`config.mk`:
```
export PLATFORM = sky130hd
export DESIGN_NAME = etpc_ctrl
export DESIGN_NICKNAME = d
export VERILOG_FILES = /design/src/rtl/edge_triggered_pretrigger_capture_assert.svh /design/src/rtl/etpc_pkg.sv /design/src/rtl/etpc_ctrl.sv
export SDC_FILE = /design/constraint.sdc
export NUM_CORES = 1
export LEC_CHECK = 0
export BUFFER_PORTS_ARGS = -buffer_cell sky130_fd_sc_hd__buf_2
export CORE_MARGIN = 4
export CORE_UTILIZATION = 25
export CTS_BUF_LIST = sky130_fd_sc_hd__clkbuf_2
export CTS_CLUSTER_SIZE = 20
export DETAILED_ROUTE_END_ITERATION = 8
export PLACE_DENSITY = 0.52
export SETUP_SLACK_MARGIN = 0.4
export SLEW_MARGIN = 30
export SYNTH_ARGS = -nofsm -noshare
export SYNTH_HDL_FRONTEND = slang
export SYNTH_SLANG_ARGS = --single-unit
export TNS_END_PERCENT = 5
```
`constraint.sdc`:
```
create_clock -name clk_i -period 3.56 [get_ports clk_i]
set_clock_uncertainty 0.1 [all_clocks]
set_input_delay 0.356 -clock clk_i [delete_from_list [all_inputs] [get_ports clk_i]]
set_output_delay 0.356 -clock clk_i [all_outputs]
set_load 0.01 [all_outputs]
```
`src/rtl/edge_triggered_pretrigger_capture_assert.svh`:
```
// Assertion macros shared by the capture RTL.
`ifndef EDGE_TRIGGERED_PRETRIGGER_CAPTURE_ASSERT_SVH
`define EDGE_TRIGGERED_PRETRIGGER_CAPTURE_ASSERT_SVH

// Same-cycle implication, disabled while reset is asserted.
`define ETPC_ASSERT_NOW(lbl, ante, cons, msg) \
  lbl: assert property (@(posedge clk_i) disable iff (!rst_ni) (ante) |-> (cons)) \
    else $error(msg);

// Next-cycle implication, disabled while reset is asserted.
`define ETPC_ASSERT_NEXT(lbl, ante, cons, msg) \
  lbl: assert property (@(posedge clk_i) disable iff (!rst_ni) (ante) |=> (cons)) \
    else $error(msg);

`endif

```
`src/rtl/etpc_pkg.sv`:
```
// Shared types and constants for the pretrigger capture block.
`timescale 1ns / 1ps
package etpc_pkg;

  localparam int unsigned SAMPLE_W   = 12;
  localparam int unsigned LEVEL_W    = 12;
  localparam int unsigned EDGE_W     = 2;
  localparam int unsigned LEN_W      = 10;
  localparam int unsigned OFF_W      = 9;
  localparam int unsigned ACTION_W   = 2;
  localparam int unsigned PHASE_W    = 3;
  localparam int unsigned CFG_IDX_W  = 2;
  localparam int unsigned CFG_DATA_W = 12;

  typedef enum logic [ACTION_W-1:0] {
    ACT_SAMPLE = 2'd0,
    ACT_ARM    = 2'd1,
    ACT_READ   = 2'd2
  } action_e;

  // Capture phase codes
  localparam logic [PHASE_W-1:0] PH_IDLE    = 3'd0;
  localparam logic [PHASE_W-1:0] PH_PREFILL = 3'd1;
  localparam logic [PHASE_W-1:0] PH_WAIT    = 3'd2;
  localparam logic [PHASE_W-1:0] PH_TRIG    = 3'd3;
  localparam logic [PHASE_W-1:0] PH_DONE    = 3'd4;

  // Trigger edge select codes
  localparam logic [EDGE_W-1:0] EDGE_RISE = 2'd0;
  localparam logic [EDGE_W-1:0] EDGE_FALL = 2'd1;
  localparam logic [EDGE_W-1:0] EDGE_ANY  = 2'd2;

  // Register indexes
  localparam logic [CFG_IDX_W-1:0] REG_LEVEL  = 2'd0;
  localparam logic [CFG_IDX_W-1:0] REG_EDGE   = 2'd1;
  localparam logic [CFG_IDX_W-1:0] REG_LENGTH = 2'd2;

  localparam logic [LEVEL_W-1:0] LEVEL_RESET  = 12'd2100;
  localparam logic [EDGE_W-1:0]  EDGE_RESET   = EDGE_ANY;
  localparam logic [LEN_W-1:0]   LENGTH_RESET = 10'd512;

  typedef struct packed {
    logic [PHASE_W-1:0] phase;
    logic               done;
    logic               hit;
  } item_stat_t;

endpackage

```
`src/rtl/etpc_ctrl.sv`:
```
// Configuration registers, capture state and per-item next-state logic.
`timescale 1ns / 1ps
module etpc_ctrl #(
  parameter int unsigned STORE_DEPTH = 1024,
  parameter int unsigned AW          = 10
) (
  input  logic                                clk_i,
  input  logic                                rst_ni,
  input  logic                                cfg_valid_i,
  input  logic [etpc_pkg::CFG_IDX_W-1:0]      cfg_index_i,
  input  logic [etpc_pkg::CFG_DATA_W-1:0]     cfg_data_i,
  input  logic                                take_i,
  input  logic [etpc_pkg::ACTION_W-1:0]       action_i,
  input  logic [etpc_pkg::SAMPLE_W-1:0]       sample_i,
  input  logic [etpc_pkg::OFF_W-1:0]          read_offset_i,
  output etpc_pkg::item_stat_t                stat_o,
  output logic                                mem_we_o,
  output logic [AW-1:0]                       mem_waddr_o,
  output logic [etpc_pkg::SAMPLE_W-1:0]       mem_wdata_o,
  output logic                                mem_re_o,
  output logic [AW-1:0]                       mem_raddr_o
);
  import etpc_pkg::*;

  localparam int unsigned CW = (AW > LEN_W) ? AW : LEN_W;
  localparam logic [AW-1:0] HALF_DEPTH = AW'(STORE_DEPTH / 2);
  localparam logic [AW-1:0] LAST_ADDR  = AW'(STORE_DEPTH - 1);

  logic [LEVEL_W-1:0]  level_q;
  logic [EDGE_W-1:0]   edge_q;
  logic [LEN_W-1:0]    length_q;

  logic [AW-1:0]       wp_q, wp_d;
  logic [AW-1:0]       sc_q, sc_d;
  logic [AW-1:0]       ws_q, ws_d;
  logic [AW-1:0]       wf_q, wf_d;
  logic [SAMPLE_W-1:0] prev_q, prev_d;
  logic [PHASE_W-1:0]  ph_q, ph_d;

  logic [CW-1:0]       len;
  logic [AW-1:0]       half;
  logic [AW-1:0]       wp_inc;
  logic [AW-1:0]       sc_inc;
  logic [AW-1:0]       wf_inc;
  logic [AW-1:0]       ws_trig;
  logic [CW:0]         rsum;
  logic                up, down, fire, active;
  logic                done, hit;

  // Window length saturates at half the store
  assign len  = (CW'(length_q) > CW'(HALF_DEPTH)) ? CW'(HALF_DEPTH) : CW'(length_q);
  assign half = len[AW-1:0] >> 1;

  assign wp_inc = (wp_q == LAST_ADDR) ? '0 : wp_q + 1'b1;
  assign sc_inc = (sc_q < HALF_DEPTH) ? sc_q + 1'b1 : sc_q;
  assign wf_inc = (wf_q < HALF_DEPTH) ? wf_q + 1'b1 : wf_q;
  assign ws_trig = (wp_inc >= half) ? wp_inc - half :
                   AW'((AW+1)'(wp_inc) + (AW+1)'(STORE_DEPTH) - (AW+1)'(half));

  assign down = (prev_q > level_q) && (sample_i <= level_q);
  assign up   = (prev_q < level_q) && (sample_i >= level_q);
  assign fire = ((edge_q != EDGE_RISE) && down) || ((edge_q != EDGE_FALL) && up);

  assign active = (ph_q == PH_PREFILL) || (ph_q == PH_WAIT) || (ph_q == PH_TRIG);

  // Window read address, wrapped once around the ring
  assign rsum = (CW+1)'(ws_q) + (CW+1)'(read_offset_i);
  assign mem_raddr_o = (rsum >= (CW+1)'(STORE_DEPTH)) ?
                       AW'(rsum - (CW+1)'(STORE_DEPTH)) : AW'(rsum);

  assign mem_waddr_o = wp_q;
  assign mem_wdata_o = sample_i;

  always_comb begin
    wp_d     = wp_q;
    sc_d     = sc_q;
    ws_d     = ws_q;
    wf_d     = wf_q;
    prev_d   = prev_q;
    ph_d     = ph_q;
    done     = 1'b0;
    hit      = 1'b0;
    mem_we_o = 1'b0;
    mem_re_o = 1'b0;
    if (take_i) begin
      case (action_e'(action_i))
        ACT_SAMPLE: begin
          if (active) begin
            mem_we_o = 1'b1;
            wp_d     = wp_inc;
            sc_d     = sc_inc;
            if (ph_q == PH_TRIG) begin
              wf_d = wf_inc;
              if (CW'(wf_inc) >= len) begin
                ph_d = PH_DONE;
                done = 1'b1;
              end
            end else if (sc_inc < half) begin
              prev_d = sample_i;
              ph_d   = PH_PREFILL;
            end else begin
              prev_d = sample_i;
              if (fire) begin
                ph_d = PH_TRIG;
                ws_d = ws_trig;
                wf_d = half;
              end else begin
                ph_d = PH_WAIT;
              end
            end
          end
        end
        ACT_ARM: begin
          wp_d   = '0;
          sc_d   = '0;
          ws_d   = '0;
          wf_d   = '0;
          prev_d = level_q - 1'b1;
          ph_d   = PH_PREFILL;
        end
        ACT_READ: begin
          if ((ph_q == PH_DONE) && (CW'(read_offset_i) < CW'(wf_q))) begin
            hit      = 1'b1;
            mem_re_o = 1'b1;
          end
        end
        default: ;
      endcase
    end
  end

  assign stat_o = '{phase: ph_d, done: done, hit: hit};

  always_ff @(posedge clk_i or negedge rst_ni) begin
    if (!rst_ni) begin
      level_q  <= LEVEL_RESET;
      edge_q   <= EDGE_RESET;
      length_q <= LENGTH_RESET;
    end else if (cfg_valid_i) begin
      case (cfg_index_i)
        REG_LEVEL:  level_q  <= cfg_data_i[LEVEL_W-1:0];
        REG_EDGE:   edge_q   <= cfg_data_i[EDGE_W-1:0];
        REG_LENGTH: length_q <= cfg_data_i[LEN_W-1:0];
        default: ;
      endcase
    end
  end

  always_ff @(posedge clk_i or negedge rst_ni) begin
    if (!rst_ni) begin
      wp_q   <= '0;
      sc_q   <= '0;
      ws_q   <= '0;
      wf_q   <= '0;
      prev_q <= LEVEL_RESET - 1'b1;
      ph_q   <= PH_IDLE;
    end else begin
      wp_q   <= wp_d;
      sc_q   <= sc_d;
      ws_q   <= ws_d;
      wf_q   <= wf_d;
      prev_q <= prev_d;
      ph_q   <= ph_d;
    end
  end

endmodule
```
==> results of run 1 <==
[final cells by class]
cell class,count,area [um^2],share of cell area (%)
multi-input combinational,539,4100,53.1
sequential,79,2000,25.8
timing repair buffer,141,966,12.5
tap,319,399,5.16
inverter,38,148,1.91
clock inverter,7,72.6,0.939
clock buffer,9,45.0,0.583
[cells in the mapped netlist, types with 15 or more instances]
cell type / instances / area [um^2]
nand3_1: 20 / 100
a21oi_1: 47 / 235
dfrtp_1: 68 / 1700
nor3_1: 15 / 75.1
ha_1: 71 / 888
o21ai_0: 61 / 305
xor2_1: 17 / 149
inv_1: 37 / 139
nand2_1: 70 / 263
clkbuf_1: 15 / 56.3
buf_4: 16 / 120
nor2_1: 60 / 225
mux2_2: 15 / 169
xnor2_1: 31 / 272
[stage by stage]
stage          hold slack, ns  setup WS (ns)  area, um^2  total power [uW]  TNS (ns)
2_1_floorplan         -0.0396          0.382        6130              2620         0
3_5_place_dp            0.374          0.130        6900              3200         0
6_report               0.0830         -0.196        7730              3960    -0.517
3_3_place_gp            0.368          0.178        6900              3180         0
4_1_cts               0.00475         -0.342        7490              3870    -0.687
5_1_grt               0.00667         -0.405        7730              4330     -1.76
[kinds of logic after synthesis]
group                      count (synthesis)  share of synthesized area, %
buffers and inverters                     72                          5.69
DFF                                       79                          32.7
xor gates and xnor gates                  48                          6.90
AOI/OAI and AO/OA                        172                          17.5
muxes                                     24                          4.91
and+or+nand+nor                          221                          16.9
adders and majority gates                 74                          15.4
[repair_timing]
item                                    4_1_cts  5_1_grt
hold buffers                                 27        1
pin swaps                                    31       36
endpoints found under the setup margin       28       28
setup buffers                                 8        4
gates resized for setup                      44       47
hold endpoints to repair                     87        2
[state kept, by name (all words and copies together) (netlist names)]
register / cells
sc_q: 10
ws_q: 10
wf_q: 10
ph_q: 3
edge_q: 2
level_q: 12
mem_waddr_o: 10
length_q: 10
prev_q: 12
[power breakdown]
| group | total (uW) | internal [uW] | leakage (uW) | switching, uW |
|---|---|---|---|---|
| Sequential | 1300 | 1120 | 0.000977 | 183 |
| Combinational | 2150 | 1010 | 0.00244 | 1130 |
| Clock | 510 | 163 | 0.0000683 | 348 |
| Total | 3960 | 2290 | 0.00349 | 1660 |
[cell usage in the layout (no fill, tap or decap), drive strengths merged, types with 4 or more instances in the layout]
cell type    synthesis  routed
buf                 19     113
nand2               71      71
ha                  71      71
dfrtp               68      68
o21ai               62      62
nor2                60      60
a21oi               47      47
inv                 37      38
xnor2               31      31
dlygate4sd3          0      28
mux2                23      23
nand3               20      20
xor2                17      17
nor3                15      15
a21o                11      11
dfstp               11      11
nor2b               10      10
nand2b               9       9
nand4                9       9
clkbuf              15       9
a22o                 9       9
or3                  8       8
and3                 5       5
a221oi               5       5
o31ai                4       4
clkinv               1       4
[layer usage]
| metal | global-route usage, % | part of all wire (%) | wire length [um] | vias up |
|---|---|---|---|---|
| met2 | 21.2 | 45 | 7720 | 129 |
| met4 | 3.55 | 1.5 | 262 | 0 |
| li1 | - | - | - | 2687 |
| met5 | 0 | 0 | 0 | - |
| met1 | 17.8 | 49 | 8310 | 2499 |
| met3 | 2.41 | 4.0 | 681 | 19 |
[final timing paths]
| kind | startpoint | to | slack, ns | cells past startpoint |
|---|---|---|---|---|
| setup reg to reg | length_q[8] | wf_q[7] | 0.15 | 15 |
| hold reg to reg | prev_q[11] | prev_q[11] | 0.40 | 2 |
| min in group asynchronous | rst_ni | level_q[0] | 0.28 | 2 |
| max in group asynchronous | rst_ni | sc_q[4] | 2.25 | 3 |
| setup / recovery | level_q[5] | stat_o[2] | -0.20 | 11 |
| hold / removal | cfg_index_i[1] | edge_q[0] | 0.08 | 3 |
[worst min-delay path: cells and delay by family]
family        cells  cell delay (ns)
mux               1             0.16
simple gates      1             0.14
buf+inv           1             0.10
==> metrics.cfg, run 1 <==
[critical_path]
max_stage_delay_ns=0.59
critPathMaxFanout=4
end_kind=output pin
crit_chain=inv_2 -> ha_4 -> a21o_1 -> a221o_1 -> a22o_4 -> or3_4 -> o21ai_2 -> nand2_2 -> o2111a_1 -> nor3_4 -> buf_6
crit_family=compound AO/OA/AOI/OAI gates
slowest_stage=dfstp_2
crit_required_ns=3.10
path_class=reg -> out
critPathLaunchType=flop
worstPathArrival_ns=3.30
crit_buf_inv=2

[clocking]
htree_levels=3
cts.sinks=79
root_buffer=clkbuf_2
cts_tree=built
numCtsBuffers=9
clkSlewWorstSetupHoldPaths_ns=0.26
insertion_delay_ns=0.61
cts_buffer_depth=2

[cells_and_area]
area_delta_synth_final_pct=26.9
drive_gt1_share_pct=29.4
postLayoutCoreUtil_pct=32.6
nets=922
fin_cells=1132
n_fill_cell=2535
antenna_cells=0

[power]
ir_worst_vdd_uv=218
power_density_nw_per_um2=512
p_leak_uw=0.00349

[routing]
initialDrtViolationCount=302
drcViolationCount=0
finalWirelength_um=17000
wl_per_cell_um=15.0
firstDrtPassIters=4
vias_per_cell=4.71
via_count=5334
antenna_left=0

[placement]
place_congestion=0.843
dp_hpwl_um=13200
io_buffers=79
dp_cells=1076

[sta]
finalSetupViolCount=4
slew_viol_final=0
fmax_mhz=266
post-route-min-period_ns=3.76
slew_headroom_pct=45.5
fin_ws_ns=-0.196
period_share_pct=105
worstMarginPinSlew_ns=0.818
hold_violations=0
rsz0062_at_grt=true

[grt]
grt_pass1_wl_um=27800
grt_pass1_vias=5355
grt_util_all_layers_pct=13.0
grt_antenna_before_repair=0
grt_max_degree=62
grt_overflow=0

[yosys]
yosysWarnings=0
ys_seq_elements=79
syn_area_per_cell_um2=8.83
yosysSeqAreaShare_pct=32.7
netlist-cell-type-count=62
synth_nets=804
synthFlopType=dfrtp_1
syn_area_um2=6090
synthArstFlopShare_pct=100
syn_inst=690
synth_edf_count=0

[worst_hold_path]
hold_class=in -> reg

[floorplan]
io_pins=80
initial_core_util_pct=25.7
num_rows=56
die_h_um=164
die_area_um2=26900
die_w_um=164
coreArea_um2=23700

[status]
status=complete, but fails checks
violations=negative setup slack

[flow_run]
max_cap_viol_count=0

(Power assumes the default switching activity.)
==> run 2, diff against run 1 <==
--- a/config.mk
+++ b/config.mk
@@ -8,11 +8,11 @@
 export BUFFER_PORTS_ARGS = -buffer_cell sky130_fd_sc_hd__buf_2
 export CORE_MARGIN = 4
 export CORE_UTILIZATION = 25
-export CTS_BUF_LIST = sky130_fd_sc_hd__clkbuf_2
+export CTS_BUF_LIST = sky130_fd_sc_hd__clkbuf_16
 export CTS_CLUSTER_SIZE = 20
 export DETAILED_ROUTE_END_ITERATION = 8
 export PLACE_DENSITY = 0.52
-export SETUP_SLACK_MARGIN = 0.4
+export SETUP_SLACK_MARGIN = 0.3
 export SLEW_MARGIN = 30
 export SYNTH_ARGS = -nofsm -noshare
 export SYNTH_HDL_FRONTEND = slang
==> metrics.cfg, run 2 (synthesis gave the netlist of run 1 again) <==
[status]
status=completed

[clocking]
cts.sinks=79
root_buffer=clkbuf_16
htree_levels=3
cts_tree=built
clkSlewWorstSetupHoldPaths_ns=0.06
cts_buffer_depth=2
numCtsBuffers=9
insertion_delay_ns=0.35

[critical_path]
end_kind=output pin
path_common_cell=a21o_1
critPathLaunchType=flop
max_stage_delay_ns=0.63
crit_family=compound AO/OA/AOI/OAI gates
crit_required_ns=3.10
crit_chain=nand2b_1 -> ha_1 -> a21o_1 -> a21o_1 -> a21o_1 -> a21oi_1 -> o21ai_2 -> and2_4 -> nor3_4 -> buf_6
reg2regPathDepth=15
cp.depth=10
slowest_stage=dfstp_2
critPathMaxFanout=8
worstPathArrival_ns=3.01
path_class=reg -> out
crit_buf_inv=1

[cells_and_area]
reg_top3=level_q (12), prev_q (12)
n_fill_cell=2541
layout_common_cells=75 x buf_2, 66 x nand2_1, 66 x dfrtp_1
area_delta_synth_final_pct=25.6
final_common_cell=buf_2
nets=896
fin_cells=1106
multi_input_area_um2=4090
seqCellArea_um2=1990
drive_gt1_share_pct=28.6
antenna_cells=0

[grt]
grt_max_degree=50
grt_pass1_wl_um=26900
grt_antenna_before_repair=0
grt_pass1_vias=4996
grt_util_all_layers_pct=12.7
grt_overflow=0

[worst_hold_path]
hold_depth=3
hold_class=in -> reg

[power]
clkPwrFrac_pct=22.7
total_power_uw=4380
intPower_uw=2700
p_comb_share_pct=47.6
swShare_pct=38.3
power_density_nw_per_um2=573
ir_worst_vdd_uv=273
pwr-share-seq_pct=29.7
switchingPower_uw=1680
p_leak_uw=0.00349

[placement]
place_congestion=0.856
io_buffers=79
dp_hpwl_um=13300
dp_cells=1080

[sta]
worstMarginPinSlew_ns=0.766
holdWs_ns=0.111
slew_viol_final=0
slew_headroom_pct=48.8
fmax_mhz=289
period_share_pct=97.4
post-route-min-period_ns=3.47
finalSetupViolCount=0
rsz0062_at_grt=true
hold_violations=0

[routing]
via_count=5217
wl_per_cell_um=15.4
antenna_left=0
vias_per_cell=4.72
firstDrtPassIters=4
finalWirelength_um=17100
initialDrtViolationCount=247
drcViolationCount=0

[flow_run]
max_cap_viol_count=0

[floorplan]
coreArea_um2=23700
num_rows=56
initial_core_util_pct=25.7
io_pins=80
die_area_um2=26900
die_w_um=164
die_h_um=164

[run 2: cell types whose count changed in the layout (fill, tap and decap cells not counted), sizes merged]
| cell | change |
|---|---|
| clkinvlp | -2 |
| clkinv | +2 |
| bufinv | +1 |
| inv | -1 |
| dlygate4sd3 | -27 |
| buf | +1 |
[run 2: what timing repair did]
item	in CTS	in global routing
pin swaps	8	26
gates resized for setup	28	51
hold buffers	1	0
cloned	0	0
endpoints found under the hold margin	46	0
buffers inserted	8	1
setup endpoints to repair	19	23
[run 2: final timing paths]
check                      slack (ns)      startpoint     endpoint
max                              0.09     length_q[9]    stat_o[2]
max reg2reg                      0.26     length_q[6]      wf_q[2]
max in group asynchronous        1.98          rst_ni    edge_q[1]
min in group asynchronous        0.47          rst_ni  level_q[10]
min reg2reg                      0.39       prev_q[1]    prev_q[1]
min                              0.11  cfg_data_i[10]  level_q[10]
[run 2: layer usage]
metal | GRT usage, % | part of all wire (%) | vias up
met1 | 17.7 | 49 | 2452
met5 | 0 | 0 | -
met2 | 20.2 | 45 | 112
li1 | - | - | 2635
met4 | 3.05 | 1.5 | 0
met3 | 2.69 | 4.7 | 18
[run 2: final cells by class]
| cell class | count | share of cell area, % |
|---|---|---|
| Timing Repair Buffer | 115 | 9.23 |
| Tap cell | 319 | 5.22 |
| Clock inverter | 7 | 1.15 |
| Clock buffer | 9 | 2.95 |
| Sequential cell | 79 | 26.1 |
| Inverter | 38 | 1.93 |
| Multi-Input combinational cell | 539 | 53.5 |
[run 2: power groups by stage]
stage	Sequential, uW	Combinational (uW)	Clock (uW)
after floorplan	1270	1350	0
after global placement	1300	1890	0
after detailed placement	1310	1900	0
after CTS	1300	1980	1030
after global routing	1330	2330	1060
final	1300	2080	995
[run 2: worst min-delay path, stage by stage]
cell and delay [ns]:
buf_2 0.07, nand2_1 0.03, o21ai_0 0.06
[run 2: metrics by stage]
step                TNS [ns]  util, %  area, um^2  setup WS (ns)
detailed placement         0     29.2        6920         0.0708
global route         -0.0406     32.3        7650        -0.0345
finish                     0     32.3        7650         0.0942
CTS                        0     31.3        7400         0.0560
floorplan                  0        -        6110          0.317
global placement           0     29.2        6920          0.112
